File: src/rtl/fdsa_pkg.sv
`timescale 1ns / 1ps
// ----------------------------------------------------------------------------
// fdsa_pkg
// Shared types, opcodes and constants of the Forth data stack ALU.
// ----------------------------------------------------------------------------
package fdsa_pkg;

  localparam int unsigned STACK_DEPTH_DEF = 32;

  typedef enum logic [4:0] {
    OP_PUSH = 5'd0, OP_DROP = 5'd1, OP_DUP = 5'd2, OP_QDUP = 5'd3,
    OP_SWAP = 5'd4, OP_OVER = 5'd5,
    OP_LTZ = 5'd6, OP_EQZ = 5'd7, OP_GTZ = 5'd8, OP_INC1 = 5'd9,
    OP_DEC1 = 5'd10, OP_INC2 = 5'd11, OP_DEC2 = 5'd12, OP_ABS = 5'd13,
    OP_NEG = 5'd14,
    OP_ADD = 5'd15, OP_SUB = 5'd16, OP_MUL = 5'd17, OP_DIV = 5'd18,
    OP_AND = 5'd19, OP_OR = 5'd20, OP_XOR = 5'd21, OP_LT = 5'd22,
    OP_EQ = 5'd23, OP_GT = 5'd24, OP_MAX = 5'd25, OP_MIN = 5'd26,
    OP_MOD = 5'd27
  } op_t;

  typedef enum logic [1:0] {
    ST_OK = 2'd0, ST_UNDER = 2'd1, ST_OVER = 2'd2, ST_DIVZ = 2'd3
  } status_t;

  typedef struct packed {
    logic [4:0]         req_type;
    logic signed [31:0] literal;
  } req_t;

  typedef struct packed {
    logic [1:0]         status;
    logic signed [31:0] top_value;
    logic signed [31:0] popped_value;
    logic [5:0]         depth;
  } rsp_t;

  typedef enum logic [2:0] {
    S_IDLE, S_READ, S_EXEC, S_DIV, S_WB2, S_TOP, S_DONE
  } state_t;

  typedef struct packed {
    logic        start;
    logic        want_rem;
    logic [31:0] a;
    logic [31:0] b;
  } div_cmd_t;

  typedef struct packed {
    logic        done;
    logic [31:0] result;
  } div_rsp_t;

endpackage

File: src/rtl/fdsa_divider.sv
`timescale 1ns / 1ps
// ----------------------------------------------------------------------------
// fdsa_divider
// Restoring signed divider, one quotient bit per cycle, truncating.
// ----------------------------------------------------------------------------
module fdsa_divider (
  input  logic               clk,
  input  logic               rst,
  input  fdsa_pkg::div_cmd_t cmd,
  output fdsa_pkg::div_rsp_t rsp
);

  logic        busy;
  logic [5:0]  count;
  logic [31:0] quo;
  logic [31:0] rem;
  logic [31:0] divisor;
  logic        neg_q;
  logic        neg_r;
  logic        want_rem;
  logic        done;
  logic [32:0] trial;
  logic [31:0] rem_shift;

  assign rem_shift = {rem[30:0], quo[31]};
  assign trial     = {1'b0, rem_shift} - {1'b0, divisor};

  always_ff @(posedge clk) begin
    if (rst) begin
      busy  <= 1'b0;
      done  <= 1'b0;
      count <= '0;
    end else begin
      done <= 1'b0;
      if (cmd.start) begin
        busy     <= 1'b1;
        count    <= 6'd32;
        quo      <= cmd.a[31] ? 32'd0 - cmd.a : cmd.a;
        divisor  <= cmd.b[31] ? 32'd0 - cmd.b : cmd.b;
        rem      <= '0;
        neg_q    <= cmd.a[31] ^ cmd.b[31];
        neg_r    <= cmd.a[31];
        want_rem <= cmd.want_rem;
      end else if (busy) begin
        if (trial[32]) begin
          rem <= rem_shift;
          quo <= {quo[30:0], 1'b0};
        end else begin
          rem <= trial[31:0];
          quo <= {quo[30:0], 1'b1};
        end
        count <= count - 6'd1;
        if (count == 6'd1) begin
          busy <= 1'b0;
          done <= 1'b1;
        end
      end
    end
  end

  assign rsp.done   = done;
  assign rsp.result = want_rem ? (neg_r ? 32'd0 - rem : rem)
                               : (neg_q ? 32'd0 - quo : quo);

endmodule

File: src/rtl/forth_data_stack_alu_unit.sv
`timescale 1ns / 1ps
// ----------------------------------------------------------------------------
// forth_data_stack_alu_unit
// Forth data stack held in a synchronous memory with a small integer ALU.
// ----------------------------------------------------------------------------
// Channel  Direction  Handshake          Payload
// req      in         req_valid/stall    fdsa_pkg::req_t
// rsp      out        rsp_valid/stall    fdsa_pkg::rsp_t
//
// A request goes from acceptance to response through these steps: read the
// second entry, read the top, execute and write, read the new top; swap adds
// a write state, and divide and mod wait for the bit-serial divider. The
// memory's single read port sets this order. Reset empties the stack; the
// stack memory is not cleared. A stalled response holds the unit, and one new
// request is taken while the previous response still waits.
module forth_data_stack_alu_unit #(
  parameter int unsigned STACK_DEPTH = fdsa_pkg::STACK_DEPTH_DEF
) (
  input  logic            clk,
  input  logic            rst,
  input  logic            req_valid,
  output logic            req_stall,
  input  fdsa_pkg::req_t  req,
  output logic            rsp_valid,
  input  logic            rsp_stall,
  output fdsa_pkg::rsp_t  rsp
);

  localparam int unsigned AW = (STACK_DEPTH > 1) ? $clog2(STACK_DEPTH) : 1;
  localparam int unsigned DW = $clog2(STACK_DEPTH + 1);

  logic [31:0] mem [STACK_DEPTH];
  logic [31:0] rd_data;
  logic [AW-1:0] rd_addr;
  logic        rd_en;
  logic        wr_en;
  logic [AW-1:0] wr_addr;
  logic [31:0] wr_data;

  fdsa_pkg::state_t state, state_next;
  logic [DW-1:0] depth;
  logic [DW-1:0] depth_next;
  logic [4:0]    op;
  logic [31:0]   lit;
  logic [31:0]   a_q;
  logic [31:0]   b_val;
  logic [31:0]   a_val;
  logic [1:0]    st;
  logic [31:0]   popped;
  logic [31:0]   top;
  logic          pend_valid;
  fdsa_pkg::req_t pend;
  logic          accept;
  logic          start;
  logic [31:0]   mul_res;

  fdsa_pkg::div_cmd_t div_cmd;
  fdsa_pkg::div_rsp_t div_rsp;

  fdsa_divider u_div (.clk(clk), .rst(rst), .cmd(div_cmd), .rsp(div_rsp));

  // Memory: one write and one registered read per cycle.
  always_ff @(posedge clk) begin
    if (wr_en) mem[wr_addr] <= wr_data;
    if (rd_en) rd_data <= mem[rd_addr];
  end

  assign req_stall = pend_valid;
  assign accept    = req_valid && !pend_valid;
  assign start     = (state == fdsa_pkg::S_IDLE) && pend_valid;
  assign rsp_valid = (state == fdsa_pkg::S_DONE);

  // The second entry is latched in S_READ; the top comes straight from the
  // read register, which holds until the next read in S_TOP.
  assign a_val   = a_q;
  assign b_val   = rd_data;
  assign mul_res = a_val * b_val;

  // Execution-stage decode.
  logic        need1, need2, grows, shrinks, is_div, do_push, wr_a, wr_top;
  logic [31:0] alu;
  logic [DW-1:0] d_after;
  logic [1:0]  st_exec;

  always_comb begin
    logic signed [31:0] sa, sb;
    sa = a_val;
    sb = b_val;
    need1 = 1'b0; need2 = 1'b0; grows = 1'b0; shrinks = 1'b0;
    is_div = 1'b0; wr_a = 1'b0; wr_top = 1'b0; alu = b_val;
    unique case (op)
      fdsa_pkg::OP_PUSH: begin grows = 1'b1; alu = lit; end
      fdsa_pkg::OP_DROP: begin need1 = 1'b1; shrinks = 1'b1; end
      fdsa_pkg::OP_DUP:  begin need1 = 1'b1; grows = 1'b1; end
      fdsa_pkg::OP_QDUP: begin need1 = 1'b1; grows = (b_val != 32'd0); end
      fdsa_pkg::OP_SWAP: begin need2 = 1'b1; wr_top = 1'b1; alu = a_val; end
      fdsa_pkg::OP_OVER: begin need2 = 1'b1; grows = 1'b1; alu = a_val; end
      fdsa_pkg::OP_LTZ:  begin need1 = 1'b1; wr_top = 1'b1; alu = {31'd0, b_val[31]}; end
      fdsa_pkg::OP_EQZ:  begin
        need1 = 1'b1; wr_top = 1'b1; alu = {31'd0, b_val == 32'd0};
      end
      fdsa_pkg::OP_GTZ:  begin need1 = 1'b1; wr_top = 1'b1; alu = {31'd0, sb > 0}; end
      fdsa_pkg::OP_INC1: begin need1 = 1'b1; wr_top = 1'b1; alu = b_val + 32'd1; end
      fdsa_pkg::OP_DEC1: begin need1 = 1'b1; wr_top = 1'b1; alu = b_val - 32'd1; end
      fdsa_pkg::OP_INC2: begin need1 = 1'b1; wr_top = 1'b1; alu = b_val + 32'd2; end
      fdsa_pkg::OP_DEC2: begin need1 = 1'b1; wr_top = 1'b1; alu = b_val - 32'd2; end
      fdsa_pkg::OP_ABS:  begin
        need1 = 1'b1; wr_top = 1'b1; alu = b_val[31] ? 32'd0 - b_val : b_val;
      end
      fdsa_pkg::OP_NEG:  begin need1 = 1'b1; wr_top = 1'b1; alu = 32'd0 - b_val; end
      fdsa_pkg::OP_ADD:  begin
        need2 = 1'b1; shrinks = 1'b1; wr_a = 1'b1; alu = a_val + b_val;
      end
      fdsa_pkg::OP_SUB:  begin
        need2 = 1'b1; shrinks = 1'b1; wr_a = 1'b1; alu = a_val - b_val;
      end
      fdsa_pkg::OP_MUL:  begin
        need2 = 1'b1; shrinks = 1'b1; wr_a = 1'b1; alu = mul_res;
      end
      fdsa_pkg::OP_DIV, fdsa_pkg::OP_MOD: begin
        need2 = 1'b1; shrinks = 1'b1; wr_a = 1'b1; is_div = 1'b1;
      end
      fdsa_pkg::OP_AND:  begin
        need2 = 1'b1; shrinks = 1'b1; wr_a = 1'b1; alu = a_val & b_val;
      end
      fdsa_pkg::OP_OR:   begin
        need2 = 1'b1; shrinks = 1'b1; wr_a = 1'b1; alu = a_val | b_val;
      end
      fdsa_pkg::OP_XOR:  begin
        need2 = 1'b1; shrinks = 1'b1; wr_a = 1'b1; alu = a_val ^ b_val;
      end
      fdsa_pkg::OP_LT:   begin
        need2 = 1'b1; shrinks = 1'b1; wr_a = 1'b1; alu = {31'd0, sa < sb};
      end
      fdsa_pkg::OP_EQ:   begin
        need2 = 1'b1; shrinks = 1'b1; wr_a = 1'b1; alu = {31'd0, a_val == b_val};
      end
      fdsa_pkg::OP_GT:   begin
        need2 = 1'b1; shrinks = 1'b1; wr_a = 1'b1; alu = {31'd0, sa > sb};
      end
      fdsa_pkg::OP_MAX:  begin
        need2 = 1'b1; shrinks = 1'b1; wr_a = 1'b1; alu = (sa < sb) ? b_val : a_val;
      end
      fdsa_pkg::OP_MIN:  begin
        need2 = 1'b1; shrinks = 1'b1; wr_a = 1'b1; alu = (sb < sa) ? b_val : a_val;
      end
      default: ;
    endcase
    st_exec = fdsa_pkg::ST_OK;
    if ((need1 && depth == '0) || (need2 && depth < DW'(2)))
      st_exec = fdsa_pkg::ST_UNDER;
    else if (grows && depth == DW'(STACK_DEPTH))
      st_exec = fdsa_pkg::ST_OVER;
    else if (is_div && b_val == 32'd0)
      st_exec = fdsa_pkg::ST_DIVZ;
    do_push = grows && (st_exec == fdsa_pkg::ST_OK);
    d_after = depth;
    if (st_exec == fdsa_pkg::ST_OK) begin
      if (grows) d_after = depth + DW'(1);
      else if (shrinks) d_after = depth - DW'(1);
    end
  end

  always_comb begin
    state_next = state;
    unique case (state)
      fdsa_pkg::S_IDLE: if (pend_valid) state_next = fdsa_pkg::S_READ;
      fdsa_pkg::S_READ: state_next = fdsa_pkg::S_EXEC;
      fdsa_pkg::S_EXEC: begin
        if (is_div && st_exec == fdsa_pkg::ST_OK) state_next = fdsa_pkg::S_DIV;
        else if (op == fdsa_pkg::OP_SWAP && st_exec == fdsa_pkg::ST_OK)
          state_next = fdsa_pkg::S_WB2;
        else state_next = fdsa_pkg::S_TOP;
      end
      fdsa_pkg::S_DIV:  if (div_rsp.done) state_next = fdsa_pkg::S_TOP;
      fdsa_pkg::S_WB2:  state_next = fdsa_pkg::S_TOP;
      fdsa_pkg::S_TOP:  state_next = fdsa_pkg::S_DONE;
      fdsa_pkg::S_DONE: if (!rsp_stall) state_next = fdsa_pkg::S_IDLE;
      default: state_next = fdsa_pkg::S_IDLE;
    endcase
  end

  // Memory port control.
  always_comb begin
    rd_en = 1'b0; rd_addr = '0; wr_en = 1'b0; wr_addr = '0; wr_data = alu;
    div_cmd.start = 1'b0;
    div_cmd.want_rem = (op == fdsa_pkg::OP_MOD);
    div_cmd.a = a_val;
    div_cmd.b = b_val;
    unique case (state)
      fdsa_pkg::S_IDLE: begin
        // Read the second entry.
        rd_en = 1'b1; rd_addr = AW'(depth - DW'(2));
      end
      fdsa_pkg::S_READ: begin
        rd_en = 1'b1; rd_addr = AW'(depth - DW'(1));
      end
      fdsa_pkg::S_EXEC: begin
        if (st_exec == fdsa_pkg::ST_OK) begin
          if (do_push) begin
            wr_en = 1'b1; wr_addr = AW'(depth);
          end else if (wr_a && !is_div) begin
            wr_en = 1'b1; wr_addr = AW'(depth - DW'(2));
          end else if (wr_top) begin
            wr_en = 1'b1; wr_addr = AW'(depth - DW'(1));
          end
        end
        div_cmd.start = is_div && (st_exec == fdsa_pkg::ST_OK);
      end
      fdsa_pkg::S_DIV: begin
        wr_en = div_rsp.done; wr_addr = AW'(depth - DW'(1)); wr_data = div_rsp.result;
      end
      fdsa_pkg::S_WB2: begin
        wr_en = 1'b1; wr_addr = AW'(depth - DW'(2)); wr_data = b_val;
      end
      fdsa_pkg::S_TOP: begin
        rd_en = 1'b1; rd_addr = AW'(depth - DW'(1));
      end
      default: ;
    endcase
  end

  always_ff @(posedge clk) begin
    if (rst) begin
      state      <= fdsa_pkg::S_IDLE;
      depth      <= '0;
      pend_valid <= 1'b0;
    end else begin
      state <= state_next;
      if (accept) pend_valid <= 1'b1;
      else if (start) pend_valid <= 1'b0;
      if (state == fdsa_pkg::S_EXEC) depth <= d_after;
    end
  end

  always_ff @(posedge clk) begin
    if (accept) pend <= req;
    if (start) begin
      op  <= pend.req_type;
      lit <= pend.literal;
    end
    if (state == fdsa_pkg::S_READ) a_q <= rd_data;
    if (state == fdsa_pkg::S_EXEC) begin
      st     <= st_exec;
      popped <= (op == fdsa_pkg::OP_DROP && st_exec == fdsa_pkg::ST_OK) ?
                rd_data : 32'd0;
    end
  end

  always_comb begin
    top = (depth == '0) ? 32'd0 : rd_data;
  end

  logic [31:0] top_hold;
  logic        top_cap;
  assign top_cap = (state == fdsa_pkg::S_TOP);
  logic top_ld;
  always_ff @(posedge clk) begin
    if (rst) top_ld <= 1'b0;
    else     top_ld <= top_cap;
    if (top_ld) top_hold <= top;
  end

  assign rsp.status       = st;
  assign rsp.top_value    = top_ld ? top : top_hold;
  assign rsp.popped_value = popped;
  assign rsp.depth        = 6'(depth);

endmodule

File: config.mk
export PLATFORM = sky130hd
export DESIGN_NAME = forth_data_stack_alu_unit
export DESIGN_NICKNAME = d
export VERILOG_FILES = /design/src/rtl/fdsa_pkg.sv /design/src/rtl/fdsa_divider.sv /design/src/rtl/forth_data_stack_alu_unit.sv
export SDC_FILE = /design/constraint.sdc
export NUM_CORES = 2
export LEC_CHECK = 0
export ABC_AREA = 1
export BUFFER_PORTS_ARGS = -buffer_cell sky130_fd_sc_hd__buf_2
export CAP_MARGIN = 20
export CORE_MARGIN = 2
export CORE_UTILIZATION = 25
export DETAILED_ROUTE_END_ITERATION = 8
export GPL_TIMING_DRIVEN = 1
export MAX_ROUTING_LAYER = met4
export SYNTH_ARGS = -nofsm -noshare
export SYNTH_HDL_FRONTEND = slang
export SYNTH_SLANG_ARGS = --single-unit
File: constraint.sdc
create_clock -name clk -period 12.7 [get_ports clk]
set_input_delay 3.175 -clock clk [delete_from_list [all_inputs] [get_ports clk]]
set_output_delay 3.175 -clock clk [all_outputs]
set_load 0.01 [all_outputs]
# After elaboration in Yosys (flattened, before gate mapping)
# Memory sizes are Yosys's and may differ from the RTL's. A register that Yosys moved wholly into a read port is not among the register bits.
# Index checks and enable logic that the tools add are counted.
[classes] addsub=15 mul=1 magnitude_cmp=5 n_eq_ne=39 muxes=57 bitwise_logic=6 reduce_logical=39
[op_table] operator="$pmux W32 S22" n=1
[op_table] operator="$mux W32" n=13
[op_table] operator="$sub A1 B32 Y32 const A" n=4
[op_table] operator="$lt A32 B32 Y1" n=2
[op_table] operator="$pmux W32 S2" n=1
[op_table] operator="$eq A5 B5 Y1 const B" n=12
[op_table] operator="$eq A5 B4 Y1 const B" n=8
[op_table] operator="$sub A32 B32 Y33" n=1
[op_table] operator="$add A32 B1 Y32 const B" n=1
[op_table] operator="$add A32 B2 Y32 const B" n=1
[op_table] operator="$add A32 B32 Y32" n=1
[op_table] operator="$and A32 B32 Y32" n=1
[op_table] operator="$eq A32 B32 Y1" n=1
[op_table] operator="$gt A32 B1 Y1 const B" n=1
[op_table] operator="$gt A32 B32 Y1" n=1
[op_table] operator="$logic_not A32 Y1" n=1
[op_table] operator="$mul A32 B32 Y32" n=1
[op_table] operator="$or A32 B32 Y32" n=1
[op_table] operator="$reduce_bool A32 Y1" n=1
[op_table] operator="$sub A32 B1 Y32 const B" n=1
[op_table] operator="$sub A32 B2 Y32 const B" n=1
[op_table] operator="$sub A32 B32 Y32" n=1
[op_table] operator="$xor A32 B32 Y32" n=1
[op_table] operator="$mux W6" n=4
[op_table] operator="other kinds (42)" n=101
[totals] register_bits=290 ramBits=1024 input_bits=41 output_inout_bits=74 wordCells=185 n_memories=1
[memory_table] name="mem" words=32 width=32 read_ports=1 rd_ports_with_merged_regs=1 wr=1 line="forth_data_stack_alu_unit.sv:32" source="logic [31:0] mem [STACK_DEPTH];"

# Logic depth before layout (Yosys ltp)
[logic_depth] word_depth=14 depth_mapped=36 ltp_nobuf=33

# Hierarchy
# From an unflattened synthesis, not the netlist that was laid out.
[unflattened] hier_cells=9920 hier_area_um2=88531.2
[by_module_without_submodules] mod="forth_data_stack_alu_unit" instances=1 cells_each=8231 area_per_inst_um2=78061.1 seq_area_each_um2=36775.3
[by_module_without_submodules] mod="fdsa_divider" instances=1 cells_each=1689 area_per_inst_um2=10470.0 seq_area_each_um2=3133.0

# Worst setup path before layout
# Ideal clock, no wire load.
[synth_timing] path_type="register to register" from="register rd_data[12] (netlist: b_val[12]), read port of mem" to="memory mem[0][15] (data pin)" setup_ns=0.454 t_arrival_ns=7.152 path_slack_ns=5.094 stages_incl_launch_ff=25 path_buffers=3 synth_period_minus_slack_ns=7.606 cell_sequence="edfxtp_1 -> clkbuf_1 -> buf_1 -> clkbuf_1 -> nand2_1 -> fa_1 -> inv_1 -> fa_1 -> fa_1 -> inv_1 -> fa_1 -> inv_1 -> ha_1 -> ha_1 -> fa_1 -> fa_1 -> ha_1 -> a21o_1 -> a21oi_1 -> nand3_1 -> a21oi_1 -> o21ai_0 -> nand4_1 -> nor2_1 -> o21ai_0"
[synth_between] elab_chain_cells=4 word_cells_on_any_way=15 classes_between="add/sub (7); mul (1); order compare (2); mux (5)"
[synth_rtl] item="start: declaration" line="forth_data_stack_alu_unit.sv:33" source="logic [31:0] rd_data;"
[synth_rtl] item="branches (longest 2 deep; another with $mul A32 B32 Y32)"
[synth_rtl] item="$pmux W32 S22 (*)" line="forth_data_stack_alu_unit.sv:91" source="unique case (op)"
[synth_rtl] item="$pmux W32 S2 (*)" line="forth_data_stack_alu_unit.sv:190" source="unique case (state)"
[synth_rtl] item="net wr_data[15]" line="forth_data_stack_alu_unit.sv:38" source="logic [31:0] wr_data;"
[synth_rtl] item="end: declaration" line="forth_data_stack_alu_unit.sv:32"
# Mark *: on every way through the listed nets, which the timed path passes.

# Worst setup path after layout
[layout_timing] from="register a_q[23]" to="memory mem[5][26] (data pin)"
[layout_between] elab_chain_cells=4 word_cells_on_any_way=9 classes_between="add/sub (2); mul (1); order compare (2); mux (4)"
[layout_rtl] item="start: declaration" line="forth_data_stack_alu_unit.sv:45" source="logic [31:0] a_q;"
[layout_rtl] item="start signal: assignment" line="forth_data_stack_alu_unit.sv:242" source="if (state == fdsa_pkg::S_READ) a_q <= rd_data;"
[layout_rtl] item="branches (longest 2 deep; another with $mul A32 B32 Y32)"
[layout_rtl] item="$pmux W32 S22 (*)" line="forth_data_stack_alu_unit.sv:91"
[layout_rtl] item="$pmux W32 S2 (*)" line="forth_data_stack_alu_unit.sv:190"
[layout_rtl] item="net wr_data[26]" line="forth_data_stack_alu_unit.sv:38"
# Marked as above.

==> impl_metrics.json <==
{
  "final_common_cell": "nand2_1",
  "cts_buffer_depth": 3,
  "top_layer": "met4",
  "dp_worst_setup_slack_ns": 3.84,
  "slew_viol_final": 0,
  "grt_max_degree": 215,
  "async_flop_share": 0,
  "post_cts_buffers": 0,
  "max_slew_margin": 0.116,
  "min_period_ns": 8.82,
  "core-area_sq_mm": 0.343,
  "seq_area_frac_synth": 0.462,
  "yosys.area_share.simple": 0.169,
  "via_per_inst": 5.01,
  "grt_antenna_before_repair": 21,
  "hold_class": "register to register",
  "cp.arrival_ns": 9.13,
  "syn-mean-instance-area_sq_um": 9.23,
  "drtIter0Drc": 8891,
  "grt_pass1_vias": 67100,
  "cts_tree": "yes",
  "muxShareOfSynthArea": 0,
  "area_growth_pct": 13.2,
  "place.gp.congestion": 1.05,
  "yosys_warnings": 0,
  "outcome": "complete, no violations",
  "wl_per_cell_um": 23.6,
  "dr_wl_met3_um": 30400,
  "drv_cap": 0,
  "cts-resized-gates": 0,
  "drc": 0,
  "ant_nets": 0,
  "wl_met1_um": 138000,
  "layout_common_cells": "nand2_1 (1714), edfxtp_1 (1295), inv_1 (1281), nor2_1 (980), o21ai_0 (637)",
  "die_w_um": 592,
  "num_vias": 70200,
  "worst_slew_pin_slew_ns": 1.31,
  "ios": 115,
  "wirelength_um": 331000,
  "ys_seq_elements": 1346,
  "clock_skew_ns": 0.0572,
  "io_buffers": 114,
  "reg_top3": "mem: 1024 flops, pend: 37 flops",
  "critPathCaptureType": "register",
  "die_y_um": 592,
  "largest_register_ffs": 1024,
  "rsz0062_at_grt": "no",
  "rows": 215,
  "finalSetupTns_ns": 0,
  "dpl.hpwl_um": 229000,
  "hold_violations": 0,
  "cts_hold_buf": 0,
  "nNetsFinal": 10200,
  "finalSetupViolCount": 0,
  "yosys_most_used_dff": "edfxtp_1",
  "yosysUniqueCellTypes": 59,
  "synth-adder-area-share": 0.147,
  "clk_latency_ns": 0.84,
  "h-tree-depth": 4,
  "worstSetupPathType": "register to register",
  "numCtsBuffers": 142,
  "worstPathMaxFanout": 32,
  "grt_pass1_wl_um": 475000,
  "max_clock_freq_ghz": 0.113,
  "synth_enable_flop_cells": 1295,
  "start_kind": "register",
  "synthesis.nets": 10200,
  "regMostFlops": "mem",
  "overflow": 0,
  "dieArea_sq_mm": 0.350,
  "drive_gt1_frac": 0.0711,
  "clock_sinks": 1346,
  "synth_xor_area_frac": 0.0111,
  "dr.pass1.iters": 9,
  "worstPathRequired_ns": 13.01,
  "cts.clk_slew.worst_paths_ns": 0.07,
  "fin_ws_ns": 3.88,
  "track_usage": 0.191,
  "netlist_area_sq_mm": 0.0863,
  "finalCritPeriodShare": 0.694,
  "synth_top_family_by_area": "simple AND/OR/NAND/NOR gates",
  "syn_inst": 9351,
  "cts-root-buf": "clkbuf_16",
  "wl_met2_um": 144000,
  "synth_compound_area_frac": 0.133,
  "start_util": 0.251
}
## worst paths after layout
kind | startpoint | end | slack, ns | depth (start not counted)
max | a_q[23] | mem[5][26] | 3.88 | 26
min reg2reg | pend[16] | lit[16] | 0.40 | 0
max reg2reg | a_q[23] | mem[5][26] | 3.88 | 26
min | pend[16] | lit[16] | 0.40 | 0
## worst max-delay path, cell delays in order (launching register included)
cell and delay (ns):
edfxtp_1 1.02, nand2_1 0.18, fa_1 0.60, inv_1 0.05
fa_1 0.48, inv_1 0.05, fa_1 0.47, fa_1 0.54
inv_1 0.05, fa_1 0.48, fa_1 0.56, fa_1 0.45
fa_1 0.45, ha_1 0.36, a21oi_1 0.19, o21a_1 0.18
o21a_1 0.13, nand3_1 0.11, or2_2 0.29, nand3_1 0.29
nand2_1 0.10, nor2_1 0.10, nand2_1 0.06, nor2_1 0.28
nand3_1 0.15, nand2_1 0.09, nand2_1 0.57
## layout make-up
type	count	area, sq um
antenna	7	17.5
clock buffer	175	3770
clock inverter	83	945
fill	36300	246000
inverter	1309	4920
multi-input combinational	6218	40000
sequential	1346	39900
tap	4557	5700
timing repair buffer	326	2370
## stage by stage
stage | utilization | instances | hold slack, ns | cell area [sq um]
CTS | 0.284 | 14000 | 0.402 | 97400
floorplan | - | 9351 | 0.400 | 86300
global placement | 0.270 | 13700 | 0.404 | 92700
finish | 0.285 | 14000 | 0.395 | 97700
global route | 0.284 | 14000 | 0.428 | 97700
detailed placement | 0.270 | 13700 | 0.408 | 92700
## cells in the mapped netlist (13+ instances only)
cell / instances / area share
buf_1: 68 / 0.0030
xnor2_1: 31 / 0.0031
a22oi_1: 20 / 0.0017
ha_1: 355 / 0.051
nand2_1: 1716 / 0.075
a21oi_1: 354 / 0.021
a32oi_1: 34 / 0.0035
or2_2: 34 / 0.0025
nor4_1: 18 / 0.0013
o21bai_1: 255 / 0.022
o21a_1: 25 / 0.0022
a21o_1: 20 / 0.0017
nand4_1: 75 / 0.0054
buf_2: 32 / 0.0019
a31oi_1: 55 / 0.0040
nand3b_1: 14 / 0.0012
inv_1: 1281 / 0.056
clkbuf_1: 377 / 0.016
o22ai_1: 18 / 0.0013
edfxtp_1: 1295 / 0.45
fa_1: 412 / 0.096
xor2_1: 78 / 0.0079
nor2_1: 1019 / 0.044
a21boi_0: 16 / 0.0014
nor3_1: 74 / 0.0043
o221ai_1: 228 / 0.023
o211ai_1: 92 / 0.0080
dfxtp_1: 51 / 0.012
nand3_1: 530 / 0.031
a221oi_1: 13 / 0.0013
o21ai_0: 638 / 0.037
inv_2: 19 / 0.00083
## metal layers
layer	GRT usage	vias up
met3	0.0381	740
met1	0.248	34400
met4	0.0932	0
met5	-	-
li1	-	31600
met2	0.282	3483
## cell families (layout without fill, tap and decap cells)
logic type / Yosys count / after routing
buffers and inverters: 1787 / 1893
adders and majority gates: 767 / 767
other: 0 / 7
AOI/OAI and AO/OA: 1817 / 1817
xor gates and xnor gates: 109 / 109
DFF: 1346 / 1346
and+or+nand+nor: 3525 / 3525
Power is left out: the tool's default activity adds up to more than one toggle a clock period on the data nets, which glitch-free logic cannot reach.
